--- src/rtl/core/frm_pkg.sv ---
// Shared constants, configuration codes and divider control type for the frame rate meter.
`default_nettype none

package frm_pkg;

    localparam int WINDOW_DEPTH_DEF = 32;
    localparam int FRAC_BITS_DEF    = 16;

    localparam int TS_W       = 64;
    localparam int FRAMES_W   = 32;
    localparam int MIN_W      = 32;
    localparam int WEIGHT_W   = 17;
    localparam int PERIOD_W   = 8;
    localparam int CFG_DATA_W = 32;
    localparam int CFG_IDX_W  = 3;
    localparam int DIV_STEP_W = 7;

    localparam logic [63:0]         NS_PER_SEC    = 64'd1000000000;
    localparam logic [63:0]         RATE_CEIL_FPS = 64'd2000;
    localparam logic [WEIGHT_W-1:0] Q16_ONE       = 17'd65536;
    localparam logic [15:0]         Q16_HALF      = 16'd32768;

    localparam logic [CFG_IDX_W-1:0] CFG_ENABLE        = 3'd0;
    localparam logic [CFG_IDX_W-1:0] CFG_MIN_INTERVAL  = 3'd1;
    localparam logic [CFG_IDX_W-1:0] CFG_EMA_WEIGHT    = 3'd2;
    localparam logic [CFG_IDX_W-1:0] CFG_BLEND_WEIGHT  = 3'd3;
    localparam logic [CFG_IDX_W-1:0] CFG_REPORT_PERIOD = 3'd4;

    localparam logic [MIN_W-1:0]    MIN_INTERVAL_RST  = 32'd500000;
    localparam logic [WEIGHT_W-1:0] EMA_WEIGHT_RST    = 17'd5243;
    localparam logic [WEIGHT_W-1:0] BLEND_WEIGHT_RST  = 17'd45875;
    localparam logic [PERIOD_W-1:0] REPORT_PERIOD_RST = 8'd8;

    typedef struct packed {
        logic                  start;
        logic [DIV_STEP_W-1:0] steps;
    } div_ctl_t;

endpackage

`default_nettype wire

--- src/rtl/core/frm_div.sv ---
// Radix-2 restoring divider that produces one quotient bit per cycle.
`default_nettype none

module frm_div #(
    parameter int NUM_W = 46,
    parameter int DEN_W = 64
) (
    input  logic               aclk,
    input  logic               aresetn,
    input  frm_pkg::div_ctl_t  ctl,
    input  logic [NUM_W-1:0]   num,
    input  logic [DEN_W-1:0]   den,
    output logic               done,
    output logic [NUM_W-1:0]   quo,
    output logic [DEN_W-1:0]   rem
);
    import frm_pkg::*;

    logic [DEN_W-1:0]      den_reg;
    logic [DEN_W-1:0]      rem_reg;
    logic [DEN_W-1:0]      rem_next;
    logic [NUM_W-1:0]      quo_reg;
    logic [DIV_STEP_W-1:0] cnt_reg;
    logic                  busy_reg;
    logic                  done_reg;
    logic [DEN_W:0]        trial;
    logic                  take;

    // The numerator arrives left aligned, so after the requested number of
    // steps the quotient sits in the low bits of the shift register.
    always_comb begin
        trial    = {rem_reg, quo_reg[NUM_W-1]};
        take     = (trial >= {1'b0, den_reg});
        rem_next = take ? DEN_W'(trial - {1'b0, den_reg}) : trial[DEN_W-1:0];
    end

    always_ff @(posedge aclk) begin
        if (!aresetn) begin
            busy_reg <= 1'b0;
            done_reg <= 1'b0;
        end else begin
            done_reg <= 1'b0;
            if (ctl.start) begin
                busy_reg <= 1'b1;
                cnt_reg  <= ctl.steps;
                rem_reg  <= '0;
                quo_reg  <= num;
                den_reg  <= den;
            end else if (busy_reg) begin
                rem_reg <= rem_next;
                quo_reg <= {quo_reg[NUM_W-2:0], take};
                cnt_reg <= cnt_reg - DIV_STEP_W'(1);
                if (cnt_reg == DIV_STEP_W'(1)) begin
                    busy_reg <= 1'b0;
                    done_reg <= 1'b1;
                end
            end
        end
    end

    assign done = done_reg;
    assign quo  = quo_reg;
    assign rem  = rem_reg;

endmodule

`default_nettype wire

--- src/rtl/core/frame_rate_meter.sv ---
// Top level of the frame rate meter: event intake, sample ring, averages and reporting.
//
//  Channel   Direction  Handshake            Contents
//  s_        in         s_tvalid / s_tready  timestamp_ns
//  m_        out        m_tvalid / m_tready  blended_fps, frames
//  cfg_      in         cfg_wr_en            register index and write data
//
// One event is handled at a time. An event that yields a sample goes through the rate
// division, the ring and average update and the report test, with every division run on
// the one-bit-per-cycle divider. A reporting event adds the window mean division and the
// blend. A disabled, first or rejected event yields no sample and returns to idle.
// The ring needs no clearing pass after reset, since the fill count marks unwritten
// entries. The block keeps working while a result waits and stalls only when a new
// result is ready and the output register is still occupied.
`default_nettype none

module frame_rate_meter #(
    parameter int WINDOW_DEPTH = frm_pkg::WINDOW_DEPTH_DEF,
    parameter int FRAC_BITS    = frm_pkg::FRAC_BITS_DEF
) (
    input  logic                                    aclk,
    input  logic                                    aresetn,
    input  logic                                    s_tvalid,
    output logic                                    s_tready,
    // timestamp_ns [63:0]
    input  logic [frm_pkg::TS_W-1:0]                s_tdata,
    output logic                                    m_tvalid,
    input  logic                                    m_tready,
    // blended_fps [FRAC_BITS+10:0], frames above it, zero padding at the top
    output logic [((FRAC_BITS+43+7)/8)*8-1:0]       m_tdata,
    input  logic                                    cfg_wr_en,
    input  logic [frm_pkg::CFG_IDX_W-1:0]           cfg_index,
    input  logic [frm_pkg::CFG_DATA_W-1:0]          cfg_wdata
);
    import frm_pkg::*;

    localparam int RATE_W  = FRAC_BITS + 11;
    localparam int NUM_W   = FRAC_BITS + 30;
    localparam int IDX_W   = (WINDOW_DEPTH > 1) ? $clog2(WINDOW_DEPTH) : 1;
    localparam int FILL_W  = $clog2(WINDOW_DEPTH + 1);
    localparam int SUM_W   = RATE_W + $clog2(WINDOW_DEPTH);
    localparam int DIV_W   = (NUM_W > SUM_W) ? NUM_W : SUM_W;
    localparam int PROD_W  = RATE_W + WEIGHT_W;
    localparam int ACC_W   = PROD_W + 1;
    localparam int TDATA_W = ((RATE_W + FRAMES_W + 7) / 8) * 8;

    localparam logic [DIV_W-1:0] RATE_NUM_AL =
        DIV_W'(NS_PER_SEC << FRAC_BITS) << (DIV_W - NUM_W);
    localparam logic [DIV_W-1:0] RATE_CEIL = DIV_W'(RATE_CEIL_FPS << FRAC_BITS);

    localparam int ST_W = 4;
    localparam logic [ST_W-1:0] ST_IDLE  = 4'd0;
    localparam logic [ST_W-1:0] ST_RDIV  = 4'd1;
    localparam logic [ST_W-1:0] ST_UPD   = 4'd2;
    localparam logic [ST_W-1:0] ST_EMA1  = 4'd3;
    localparam logic [ST_W-1:0] ST_EMA2  = 4'd4;
    localparam logic [ST_W-1:0] ST_EMA3  = 4'd5;
    localparam logic [ST_W-1:0] ST_MOD   = 4'd6;
    localparam logic [ST_W-1:0] ST_MODW  = 4'd7;
    localparam logic [ST_W-1:0] ST_MEANW = 4'd8;
    localparam logic [ST_W-1:0] ST_BL1   = 4'd9;
    localparam logic [ST_W-1:0] ST_BL2   = 4'd10;
    localparam logic [ST_W-1:0] ST_BL3   = 4'd11;
    localparam logic [ST_W-1:0] ST_OUT   = 4'd12;

    logic [ST_W-1:0]     state_reg;

    logic                enable_reg;
    logic [MIN_W-1:0]    min_int_reg;
    logic [WEIGHT_W-1:0] ema_w_reg;
    logic [WEIGHT_W-1:0] blend_w_reg;
    logic [PERIOD_W-1:0] period_reg;

    logic [TS_W-1:0]     last_time_reg;
    logic [IDX_W-1:0]    idx_reg;
    logic [FILL_W-1:0]   fill_reg;
    logic [SUM_W-1:0]    sum_reg;
    logic [RATE_W-1:0]   smooth_reg;
    logic                seeded_reg;
    logic [FRAMES_W-1:0] frame_total_reg;

    logic [RATE_W-1:0]   ring_mem [WINDOW_DEPTH];
    logic [RATE_W-1:0]   ring_q_reg;

    logic [RATE_W-1:0]   rate_reg;
    logic [RATE_W-1:0]   mean_reg;
    logic [PROD_W-1:0]   prod_reg;
    logic [ACC_W-1:0]    acc_reg;

    logic                m_valid_reg;
    logic [RATE_W-1:0]   blend_out_reg;
    logic [FRAMES_W-1:0] frames_out_reg;
    logic [RATE_W-1:0]   mix_res;

    logic                in_accept;
    logic [TS_W-1:0]     dt;
    logic                dt_ok;
    logic                rate_ok;
    logic [WEIGHT_W-1:0] ema_w_sat;
    logic [WEIGHT_W-1:0] ema_w_inv;
    logic [WEIGHT_W-1:0] blend_w_sat;
    logic [WEIGHT_W-1:0] blend_w_inv;
    logic [PERIOD_W-1:0] period_eff;
    logic [RATE_W-1:0]   mul_a;
    logic [WEIGHT_W-1:0] mul_b;
    logic [ACC_W-1:0]    mix_sum;
    logic [RATE_W-1:0]   old_rate;
    logic                ring_full;
    logic                out_free;
    logic                out_load;

    div_ctl_t            div_ctl;
    logic [DIV_W-1:0]    div_num;
    logic [TS_W-1:0]     div_den;
    logic                div_done;
    logic [DIV_W-1:0]    div_quo;
    logic [TS_W-1:0]     div_rem;

    frm_div #(
        .NUM_W (DIV_W),
        .DEN_W (TS_W)
    ) u_div (
        .aclk    (aclk),
        .aresetn (aresetn),
        .ctl     (div_ctl),
        .num     (div_num),
        .den     (div_den),
        .done    (div_done),
        .quo     (div_quo),
        .rem     (div_rem)
    );

    assign s_tready  = (state_reg == ST_IDLE);
    assign in_accept = s_tvalid && s_tready;
    assign out_free  = !m_valid_reg || m_tready;
    assign out_load  = (state_reg == ST_OUT) && out_free;
    assign ring_full = (fill_reg == FILL_W'(WINDOW_DEPTH));

    always_comb begin
        dt          = s_tdata - last_time_reg;
        dt_ok       = (last_time_reg != '0) && (dt > TS_W'(min_int_reg));
        rate_ok     = (div_quo != '0) && (div_quo < RATE_CEIL);
        ema_w_sat   = (ema_w_reg > Q16_ONE) ? Q16_ONE : ema_w_reg;
        ema_w_inv   = Q16_ONE - ema_w_sat;
        blend_w_sat = (blend_w_reg > Q16_ONE) ? Q16_ONE : blend_w_reg;
        blend_w_inv = Q16_ONE - blend_w_sat;
        period_eff  = (period_reg == '0) ? PERIOD_W'(1) : period_reg;
        old_rate    = ring_full ? ring_q_reg : '0;
        mix_sum     = acc_reg + ACC_W'(prod_reg);
        mix_res     = mix_sum[16 +: RATE_W];
    end

    always_comb begin
        mul_a = '0;
        mul_b = '0;
        case (state_reg)
            ST_EMA1: begin
                mul_a = rate_reg;
                mul_b = ema_w_sat;
            end
            ST_EMA2: begin
                mul_a = smooth_reg;
                mul_b = ema_w_inv;
            end
            ST_BL1: begin
                mul_a = smooth_reg;
                mul_b = blend_w_sat;
            end
            ST_BL2: begin
                mul_a = mean_reg;
                mul_b = blend_w_inv;
            end
            default: ;
        endcase
    end

    always_comb begin
        div_ctl = '0;
        div_num = '0;
        div_den = '0;
        unique case (state_reg)
            ST_IDLE: begin
                if (in_accept && enable_reg && dt_ok) begin
                    div_ctl.start = 1'b1;
                    div_ctl.steps = DIV_STEP_W'(NUM_W);
                    div_num       = RATE_NUM_AL;
                    div_den       = dt;
                end
            end
            ST_MOD: begin
                div_ctl.start = 1'b1;
                div_ctl.steps = DIV_STEP_W'(FRAMES_W);
                div_num       = DIV_W'(frame_total_reg) << (DIV_W - FRAMES_W);
                div_den       = TS_W'(period_eff);
            end
            ST_MODW: begin
                if (div_done && div_rem == '0) begin
                    div_ctl.start = 1'b1;
                    div_ctl.steps = DIV_STEP_W'(SUM_W);
                    div_num       = DIV_W'(sum_reg) << (DIV_W - SUM_W);
                    div_den       = TS_W'(fill_reg);
                end
            end
            default: ;
        endcase
    end

    always_ff @(posedge aclk) begin
        if (in_accept) begin
            ring_q_reg <= ring_mem[idx_reg];
        end
        if (state_reg == ST_UPD) begin
            ring_mem[idx_reg] <= rate_reg;
        end
    end

    always_ff @(posedge aclk) begin
        prod_reg <= PROD_W'(mul_a * mul_b);
    end

    always_ff @(posedge aclk) begin
        if (!aresetn) begin
            enable_reg  <= 1'b0;
            min_int_reg <= MIN_INTERVAL_RST;
            ema_w_reg   <= EMA_WEIGHT_RST;
            blend_w_reg <= BLEND_WEIGHT_RST;
            period_reg  <= REPORT_PERIOD_RST;
        end else if (cfg_wr_en) begin
            unique case (cfg_index)
                CFG_ENABLE:        enable_reg  <= cfg_wdata[0];
                CFG_MIN_INTERVAL:  min_int_reg <= cfg_wdata[MIN_W-1:0];
                CFG_EMA_WEIGHT:    ema_w_reg   <= cfg_wdata[WEIGHT_W-1:0];
                CFG_BLEND_WEIGHT:  blend_w_reg <= cfg_wdata[WEIGHT_W-1:0];
                CFG_REPORT_PERIOD: period_reg  <= cfg_wdata[PERIOD_W-1:0];
                default: ;
            endcase
        end
    end

    always_ff @(posedge aclk) begin
        if (!aresetn) begin
            state_reg       <= ST_IDLE;
            last_time_reg   <= '0;
            idx_reg         <= '0;
            fill_reg        <= '0;
            sum_reg         <= '0;
            smooth_reg      <= '0;
            seeded_reg      <= 1'b0;
            frame_total_reg <= '0;
            m_valid_reg     <= 1'b0;
        end else begin
            if (out_load) begin
                m_valid_reg <= 1'b1;
            end else if (m_valid_reg && m_tready) begin
                m_valid_reg <= 1'b0;
            end
            unique case (state_reg)
                ST_IDLE: begin
                    if (in_accept && enable_reg) begin
                        last_time_reg <= s_tdata;
                        if (dt_ok) begin
                            state_reg <= ST_RDIV;
                        end
                    end
                end
                ST_RDIV: begin
                    if (div_done) begin
                        rate_reg  <= div_quo[RATE_W-1:0];
                        state_reg <= rate_ok ? ST_UPD : ST_IDLE;
                    end
                end
                ST_UPD: begin
                    sum_reg <= sum_reg - SUM_W'(old_rate) + SUM_W'(rate_reg);
                    idx_reg <= (idx_reg == IDX_W'(WINDOW_DEPTH - 1)) ? '0
                                                                      : idx_reg + IDX_W'(1);
                    if (!ring_full) begin
                        fill_reg <= fill_reg + FILL_W'(1);
                    end
                    frame_total_reg <= frame_total_reg + FRAMES_W'(1);
                    if (!seeded_reg) begin
                        smooth_reg <= rate_reg;
                        seeded_reg <= 1'b1;
                        state_reg  <= ST_MOD;
                    end else begin
                        state_reg <= ST_EMA1;
                    end
                end
                ST_EMA1: begin
                    state_reg <= ST_EMA2;
                end
                ST_EMA2: begin
                    acc_reg   <= ACC_W'(prod_reg) + ACC_W'(Q16_HALF);
                    state_reg <= ST_EMA3;
                end
                ST_EMA3: begin
                    smooth_reg <= mix_res;
                    state_reg  <= ST_MOD;
                end
                ST_MOD: begin
                    state_reg <= ST_MODW;
                end
                ST_MODW: begin
                    if (div_done) begin
                        state_reg <= (div_rem == '0) ? ST_MEANW : ST_IDLE;
                    end
                end
                ST_MEANW: begin
                    if (div_done) begin
                        mean_reg  <= div_quo[RATE_W-1:0];
                        state_reg <= ST_BL1;
                    end
                end
                ST_BL1: begin
                    state_reg <= ST_BL2;
                end
                ST_BL2: begin
                    acc_reg   <= ACC_W'(prod_reg) + ACC_W'(Q16_HALF);
                    state_reg <= ST_BL3;
                end
                ST_BL3: begin
                    rate_reg  <= mix_res;
                    state_reg <= ST_OUT;
                end
                ST_OUT: begin
                    if (out_free) begin
                        blend_out_reg  <= rate_reg;
                        frames_out_reg <= frame_total_reg;
                        state_reg      <= ST_IDLE;
                    end
                end
                default: begin
                    state_reg <= ST_IDLE;
                end
            endcase
        end
    end

    assign m_tvalid = m_valid_reg;
    assign m_tdata  = TDATA_W'({frames_out_reg, blend_out_reg});

endmodule

`default_nettype wire

--- config.mk ---
export PLATFORM = sky130hd
export DESIGN_NAME = frame_rate_meter
export DESIGN_NICKNAME = d
export VERILOG_FILES = /design/src/rtl/core/frm_pkg.sv /design/src/rtl/core/frm_div.sv /design/src/rtl/core/frame_rate_meter.sv
export SDC_FILE = /design/constraint.sdc
export NUM_CORES = 2
export LEC_CHECK = 0
export ABC_CLOCK_PERIOD_IN_PS = 13500
export BUFFER_PORTS_ARGS = -buffer_cell sky130_fd_sc_hd__buf_4
export CAP_MARGIN = 20
export CORE_ASPECT_RATIO = 1.1
export CORE_MARGIN = 4
export CORE_UTILIZATION = 35
export CTS_BUF_LIST = sky130_fd_sc_hd__clkbuf_8
export CTS_CLUSTER_SIZE = 8
export DETAILED_ROUTE_END_ITERATION = 10
export PLACE_DENSITY = 0.57
export SETUP_SLACK_MARGIN = 0.5
export SLEW_MARGIN = 20
export SYNTH_ARGS = -nofsm -noshare
export SYNTH_HDL_FRONTEND = slang
export SYNTH_HIERARCHICAL = 1
export SYNTH_SLANG_ARGS = --single-unit
--- constraint.sdc ---
create_clock -name aclk -period 13.5 [get_ports aclk]
set_input_delay 2.025 -clock aclk [delete_from_list [all_inputs] [get_ports aclk]]
set_output_delay 2.025 -clock aclk [all_outputs]
set_load 0.005 [all_outputs]
## Word level (Yosys, flattened, before mapping)

Memory sizes are Yosys's and may differ from the RTL's. A register that Yosys moved wholly into a read port is not among the register bits.
Index checks and enable logic that the tools add are counted.

- Bits in registers: 629
- Latch bits: 0
- Memory bits (writable): 864
- ROM bits: 0
- Bits of input ports: 104
- Output and inout port bits: 66
- Word-level logic and storage cells: 156
- Memories: 1

- Add/sub/neg operators: 12
- Multiply operators: 1
- Div/mod/pow operators: 0
- Magnitude comparators: 5
- Equal/unequal tests: 26
- Shift operators: 0
- Multiplexer cells: 44
- Bitwise gates (word level): 3
- Reductions and logical operators: 38

Memories:

| name | depth | bits a word | rd ports | clocked after memory_dff | write ports | RTL line | text |
|---|---|---|---|---|---|---|---|
| ring_mem | 32 | 27 | 1 | 1 | 1 | frame_rate_meter.sv:82 | `logic [RATE_W-1:0] ring_mem [WINDOW_DEPTH];` |

Operators by type and width:

| cell | number |
|---|---|
| $mux W64 | 3 |
| $pmux W64 S3 | 1 |
| $mux W46 | 4 |
| $pmux W46 S3 | 1 |
| $sub A64 B64 Y64 | 2 |
| $pmux W27 S2 | 2 |
| $mux W27 | 3 |
| $pmux W27 S3 | 1 |
| $pmux W17 S4 | 1 |
| $ge A65 B64 Y1 | 1 |
| $gt A64 B32 Y1 | 1 |
| $logic_not A64 Y1 | 1 |
| $reduce_bool A64 Y1 | 1 |
| $pmux W4 S13 | 1 |
| $lt A46 B27 Y1 const B | 1 |
| $reduce_bool A46 Y1 | 1 |
| $add A43 B16 Y43 const B | 1 |
| $add A43 B43 Y43 | 1 |
| $mul A27 B17 Y43 | 1 |
| $gt A17 B17 Y1 const B | 2 |
| $mux W17 | 2 |
| $sub A17 B17 Y17 const A | 2 |
| $add A32 B1 Y32 const B | 1 |
| $add A32 B27 Y32 | 1 |
| other kinds (38) | 93 |

## Depth between registers and ports, before layout

- Word-level depth: 8
- Mapped depth: 39
- Mapped depth without buffers: 36

## Modules after synthesis

Netlist, hierarchy kept.

Modules (own cells, without submodules):

| module | times used | cells an instance | area an instance (um^2) | seq. area each (um^2) |
|---|---|---|---|---|
| frame_rate_meter | 1 | 6,433 | 75,099.5 | 37,245.7 |
| frm_div | 1 | 1,166 | 11,498.5 | 5,475.3 |

## Least setup slack after synthesis

No wires, ideal clock.

- Path type: in2reg
- From: input s_tdata[0] (netlist name)
- To: register u_div.cnt_reg[0], enable pin
- Setup time: 487 ps
- Arrival: 8,949 ps
- Data required time: 13,013 ps
- Path slack: 4,065 ps
- Cell stages on the path: 29
- Path buffers: 2
- Path through: inv_1 > ha_1 > inv_1 > fa_1 > nand3_1 > a211oi_2 > nor3_1 > nor2_1 > a21oi_1 > o21ai_0 > a31oi_1 > o21bai_1 > a21oi_1 > xnor2_1 > ha_1 > nand4_1 > nor3_1 > nand2_1 > nor4_1 > a21o_1 > a21oi_1 > nand4_1 > nor4b_1 > nand4b_1 > o31ai_4 > buf_4 > nand2_1 > clkbuf_1 > o21a_1

- Longest elaborated chain between the ends: 8

Ends and longest elaborated chain:

| what | RTL line | text |
|---|---|---|
| start, declared | frame_rate_meter.sv:26 | `input logic [frm_pkg::TS_W-1:0] s_tdata,` |
| $sub A64 B64 Y64 | frame_rate_meter.sv:140 | `dt = s_tdata - last_time_reg;` |
| $gt A64 B32 Y1 | frame_rate_meter.sv:141 | `dt_ok = (last_time_reg != '0) && (dt > TS_W'(min_int_reg));` |
| $logic_and A1 B1 Y1 | frame_rate_meter.sv:141 |  |
| $logic_and A1 B1 Y1 | frame_rate_meter.sv:183 | `if (in_accept && enable_reg && dt_ok) begin` |
| $mux W8 | frame_rate_meter.sv:183 |  |
| $pmux W8 S3 | frame_rate_meter.sv:181 | `unique case (state_reg)` |
| $reduce_bool A2 Y1 (no source line) | -- |  |
| $reduce_and A2 Y1 (no source line) | -- |  |
| end signal, assigned | frm_div.sv:45 | `cnt_reg <= ctl.steps;` |
| end signal, assigned | frm_div.sv:52 | `cnt_reg <= cnt_reg - DIV_STEP_W'(1);` |
| end, declared | frm_div.sv:23 | `logic [DIV_STEP_W-1:0] cnt_reg;` |

No other way between the ends.
A chain may end at the register's enable or synchronous reset.

## Final worst setup path

- From: register state_reg[3]
- To: register prod_reg[35]

- Longest elaborated chain between the ends: 4
- Elaborated cells on any way between the ends: 8
- Those cells by class: mul (1); eq/ne (4); mux (2); reduce/logical (1)

Ends and longest elaborated chain:

| what | RTL line | text |
|---|---|---|
| start, declared | frame_rate_meter.sv:66 | `logic [ST_W-1:0] state_reg;` |
| start signal, assigned | frame_rate_meter.sv:269 | `state_reg <= rate_ok ? ST_UPD : ST_IDLE;` |
| start signal, assigned | frame_rate_meter.sv:304 | `state_reg <= (div_rem == '0) ? ST_MEANW : ST_IDLE;` |
| $eq A4 B4 Y1 / $eq A4 B3 Y1 (equally long branches) | frame_rate_meter.sv:156 | `case (state_reg)` |
| $reduce_or A2 Y1 (no source line) | -- |  |
| $pmux W27 S3 | frame_rate_meter.sv:156 |  |
| $mul A27 B17 Y43 * | frame_rate_meter.sv:218 | `prod_reg <= PROD_W'(mul_a * mul_b);` |
| end signal, assigned | frame_rate_meter.sv:218 |  |
| end, declared | frame_rate_meter.sv:87 | `logic [PROD_W-1:0] prod_reg;` |

Every way passes the cells marked *; elsewhere a longest branch is shown, timed or not.

==> impl_metrics.csv <==
group,metric,value,unit
outcome,outcome,"finished clean",
setup_path,worst-r2r-setup-slack,2.34,ns
finish,fillers,23700,
detailed_routing,final_routed_drc_violation_total,0,
finish,drive_gt1_share,12.5,%
setup_path,reg2reg_to,"prod_reg[35]",
cts,numCtsBuffers,268,
grt,globalRouteTotalUtil,21.0,%
setup_path,critPathKind,"flop to flop",
run,maxCapViolCount,0,
sta,timing.clock.skew,0.110,ns
synthesis,synth_edf_count,1228,
setup_path,max_fo_critical_path,35,
detailed_routing,initialDrtViolationCount,6761,
synthesis,ys_dominant_reg_cell,"sky130_fd_sc_hd__edfxtp_1",
finish,top_register_by_number_of_flip_flops,"ring_mem",
power,power_leakage,36.5,nW
cts,postCtsSetupBuffers,0,
setup_path,crit_start,"state_reg[3]",
worst_hold_path,hold_path.startpoint,"prod_reg[1]",
synthesis,synth.yosys.warnings,6,
synthesis,main_area_contributors_after_synthesis,"sky130_fd_sc_hd__edfxtp_1 43%, sky130_fd_sc_hd__fa_1 9.3%, sky130_fd_sc_hd__dfxtp_1 6.8%, sky130_fd_sc_hd__mux4_2 5.6%, sky130_fd_sc_hd__ha_1 5.2%",
cts,htreeDepth,5,
synthesis,synthAdderAreaFrac,14.5,%
power,vdd_ir_drop_max,0.000100,V
synthesis,share_of_the_synthesized_area_in_the_top_cell_type,42.6,%
floorplanning,die_width,482,µm
floorplanning,initial_core_util,35.2,%
setup_path,crit-reg2reg-launch,"state_reg[3]",
finish,final_cell_area,96700,µm²
synthesis,post_synth_num_cell_types,105,
grt,first_global_vias,61800,
detailed_routing,detailroute.via_count,61700,
sta,setup_tns,0,ns
floorplanning,core-area,246000,µm²
setup_path,critPathCapture,"prod_reg[35]",
cts,tritoncts,"done",
power,power_per_cell_area,117,nW/µm²
finish,final_core_util,39.3,%
setup_path,crit_path_max_incr_delay,0.83,ns
synthesis,synth_mux_area_share,6.26,%
floorplanning,pin_count,170,
detailed_routing,finalWirelength,273000,µm
finish,areaGrowthSynthToFinish,11.7,%
synthesis,synth_top_family_by_area,"adder cells",
setup_path,cp_slowest_cell,"sky130_fd_sc_hd__nand2_1",
setup_path,required,14.32,ns
synthesis,synth-seq-area-share,49.3,%
power,pwr-share-comb,17.5,%
grt,gr-total-overflow,0,
finish,mostFrequentLayoutCell,"sky130_fd_sc_hd__edfxtp_1",
power,net_switching_power_figure,3.29,mW
cts,ctsLongestPathBuffers,4,
placed_design,dp_hpwl,191000,µm
sta,max_freq,89.6,MHz
sta,finalCritPeriodShare,82.7,%
sta,slew_headroom,23.7,%
setup_path,timing.reg2reg.worst_path_depth,37,
synthesis,synth_simple_gate_area_share,11.6,%
power,cell_internal_pwr,8.00,mW
placed_design,placed_cell_area,91900,µm²
finish,max_reg_flops,864,
cts,clk_pin_slew_worst_paths,0.06,ns
grt,maximum_number_of_pins_on_one_net_before_global_route_repair,97,
grt,grt_pass1_wl,404000,µm
sta,setup_viol_count_final,0,
synthesis,synth-compound-area-share,10.4,%
finish,highest_count_cells_in_the_layout_ignoring_fill_and_taps,"1228 x sky130_fd_sc_hd__edfxtp_1, 1084 x sky130_fd_sc_hd__nand2_1, 922 x sky130_fd_sc_hd__inv_1, 508 x sky130_fd_sc_hd__a21oi_1, 402 x sky130_fd_sc_hd__fa_1",
synthesis,yosysTopAreaCell,"sky130_fd_sc_hd__edfxtp_1",
finish,layoutNonFillerInstCount,11300,
placed_design,numPlacedInstances,10800,
cts,cts.sink_count,1520,
synthesis,synth-xor-area-share,2.70,%
floorplanning,floorplan.rows,191,
sta,timing_worst_slew_pin_value,1.13,ns
floorplanning,design.die.area,255000,µm²
grt,antenna_found_initial,15,
sta,unrepaired_setup_endpoints_after_global_routing,"false",
setup_path,critPathArrivalTime,11.98,ns
cts,cts.hold.buffers_added,0,
setup_path,timing.critical_path.to_type,"flop",
worst_hold_path,hold_class,"flop to flop",
sta,hold_violations,0,
synthesis,avgSynthCellArea,11.4,µm²
synthesis,postSynth.asyncResetShare,0,%
power,netSwitchingFraction,29.1,%
sta,timing.final.crit_period,11.16,ns
detailed_routing,detail-route-antenna-nets,0,
setup_path,critPathLaunchType,"flop",
cts,root_buffer,"sky130_fd_sc_hd__clkbuf_8",
cts,cts-resized-gates,0,
synthesis,synthesis.area,86600,µm²
detailed_routing,mean_routed_wirelength_per_cell,24.2,µm
detailed_routing,vias_per_inst,5.47,
sta,fin_max_slew_vios,0,
synthesis,yosys_register_bits,1520,
detailed_routing,detailedRoute.firstPassIterationCount,6,
placed_design,gp_congestion,0.935,
cts,latest_clock_arrival_within_the_worst_skew_pair,0.96,ns
power,clock_power_share,35.1,%
finish,fin_nets,8688,
power,seq_power_share,47.4,%
sta,fin_hold_ws,0.441,ns
placed_design,port_buffers,164,
synthesis,syn-instance-count,7599,
floorplanning,die_y,530,µm
-- power groups by stage --
| stage | Sequential, mW | Combinational, mW | Clock, mW |
|---|---|---|---|
| final | 5.35 | 1.97 | 3.96 |
| after floorplan | 5.35 | 1.39 | 0 |
| after detailed placement | 5.45 | 1.96 | 0 |
| after global placement | 5.44 | 1.94 | 0 |
| after global routing | 5.36 | 2.14 | 4.27 |
| after CTS | 5.35 | 1.97 | 4.06 |
-- how the worst min path moves through the flow --
stage | cells after the start | slack, ns | end
final | 0 | 0.44 | acc_reg[1]
after detailed placement | 0 | 0.42 | acc_reg[1]
after CTS | 0 | 0.44 | acc_reg[1]
after global placement | 0 | 0.42 | acc_reg[7]
after global routing | 0 | 0.45 | acc_reg[1]
after floorplan | 0 | 0.41 | acc_reg[0]
-- cell type report --
class / instances / area, µm² / area share, %
Antenna cell: 9 / 22.5 / 0.0233
Clock inverter: 168 / 863 / 0.892
Multi-Input combinational cell: 4924 / 39800 / 41.1
Sequential cell: 1520 / 42700 / 44.2
Timing Repair Buffer: 294 / 2250 / 2.33
Inverter: 816 / 3070 / 3.17
Tap cell: 3281 / 4110 / 4.24
Clock buffer: 283 / 3890 / 4.03
-- cells in the mapped netlist (163+ instances only) --
library cell               number
sky130_fd_sc_hd__a21oi_1      509
sky130_fd_sc_hd__a22oi_1      198
sky130_fd_sc_hd__clkbuf_1     284
sky130_fd_sc_hd__dfxtp_1      292
sky130_fd_sc_hd__edfxtp_1    1228
sky130_fd_sc_hd__fa_1         402
sky130_fd_sc_hd__ha_1         358
sky130_fd_sc_hd__inv_1        814
sky130_fd_sc_hd__mux4_2       216
sky130_fd_sc_hd__nand2_1     1089
sky130_fd_sc_hd__nor2_1       357
sky130_fd_sc_hd__o21ai_0      211
sky130_fd_sc_hd__xnor2_1      163
-- metal layers --
metal  track usage, %  vias to the layer above  wire [µm]
li1                 -                    27400          -
met1             29.3                    31300     116000
met2             33.1                     2566     125000
met3             3.45                      434      22500
met4             7.04                        8       9200
met5                0                        -         56
-- logic make-up (layout without fill, tap and decap cells) --
group	count (synthesis)	count (layout)
simple gates	2201	2201
flops	1520	1520
compound gates	1408	1408
buf+inv	1176	1561
fa+ha+maj	760	760
xor+xnor	267	267
mux	266	266
other cells	1	31
-- critical path, delay by kind of cell, from the launching register on --
| kind | cells | cell delay, ns |
|---|---|---|
| AO/OA/AOI/OAI | 11 | 3.44 |
| adder cells (fa/ha/maj) | 8 | 3.41 |
| AND/OR/NAND/NOR | 9 | 2.26 |
| buffers and inverters | 7 | 0.83 |
| flip-flops | 1 | 0.76 |
| XOR/XNOR | 2 | 0.33 |
-- metrics by stage --
| step | total power, mW | setup WS, ns |
|---|---|---|
| finish | 11.3 | 2.34 |
| global placement | 7.38 | 2.16 |
| global route | 11.8 | 1.72 |
| detailed placement | 7.40 | 2.13 |
| CTS | 11.4 | 2.12 |
| floorplan | 6.74 | 4.06 |
Power figures use the tool's default switching activity.
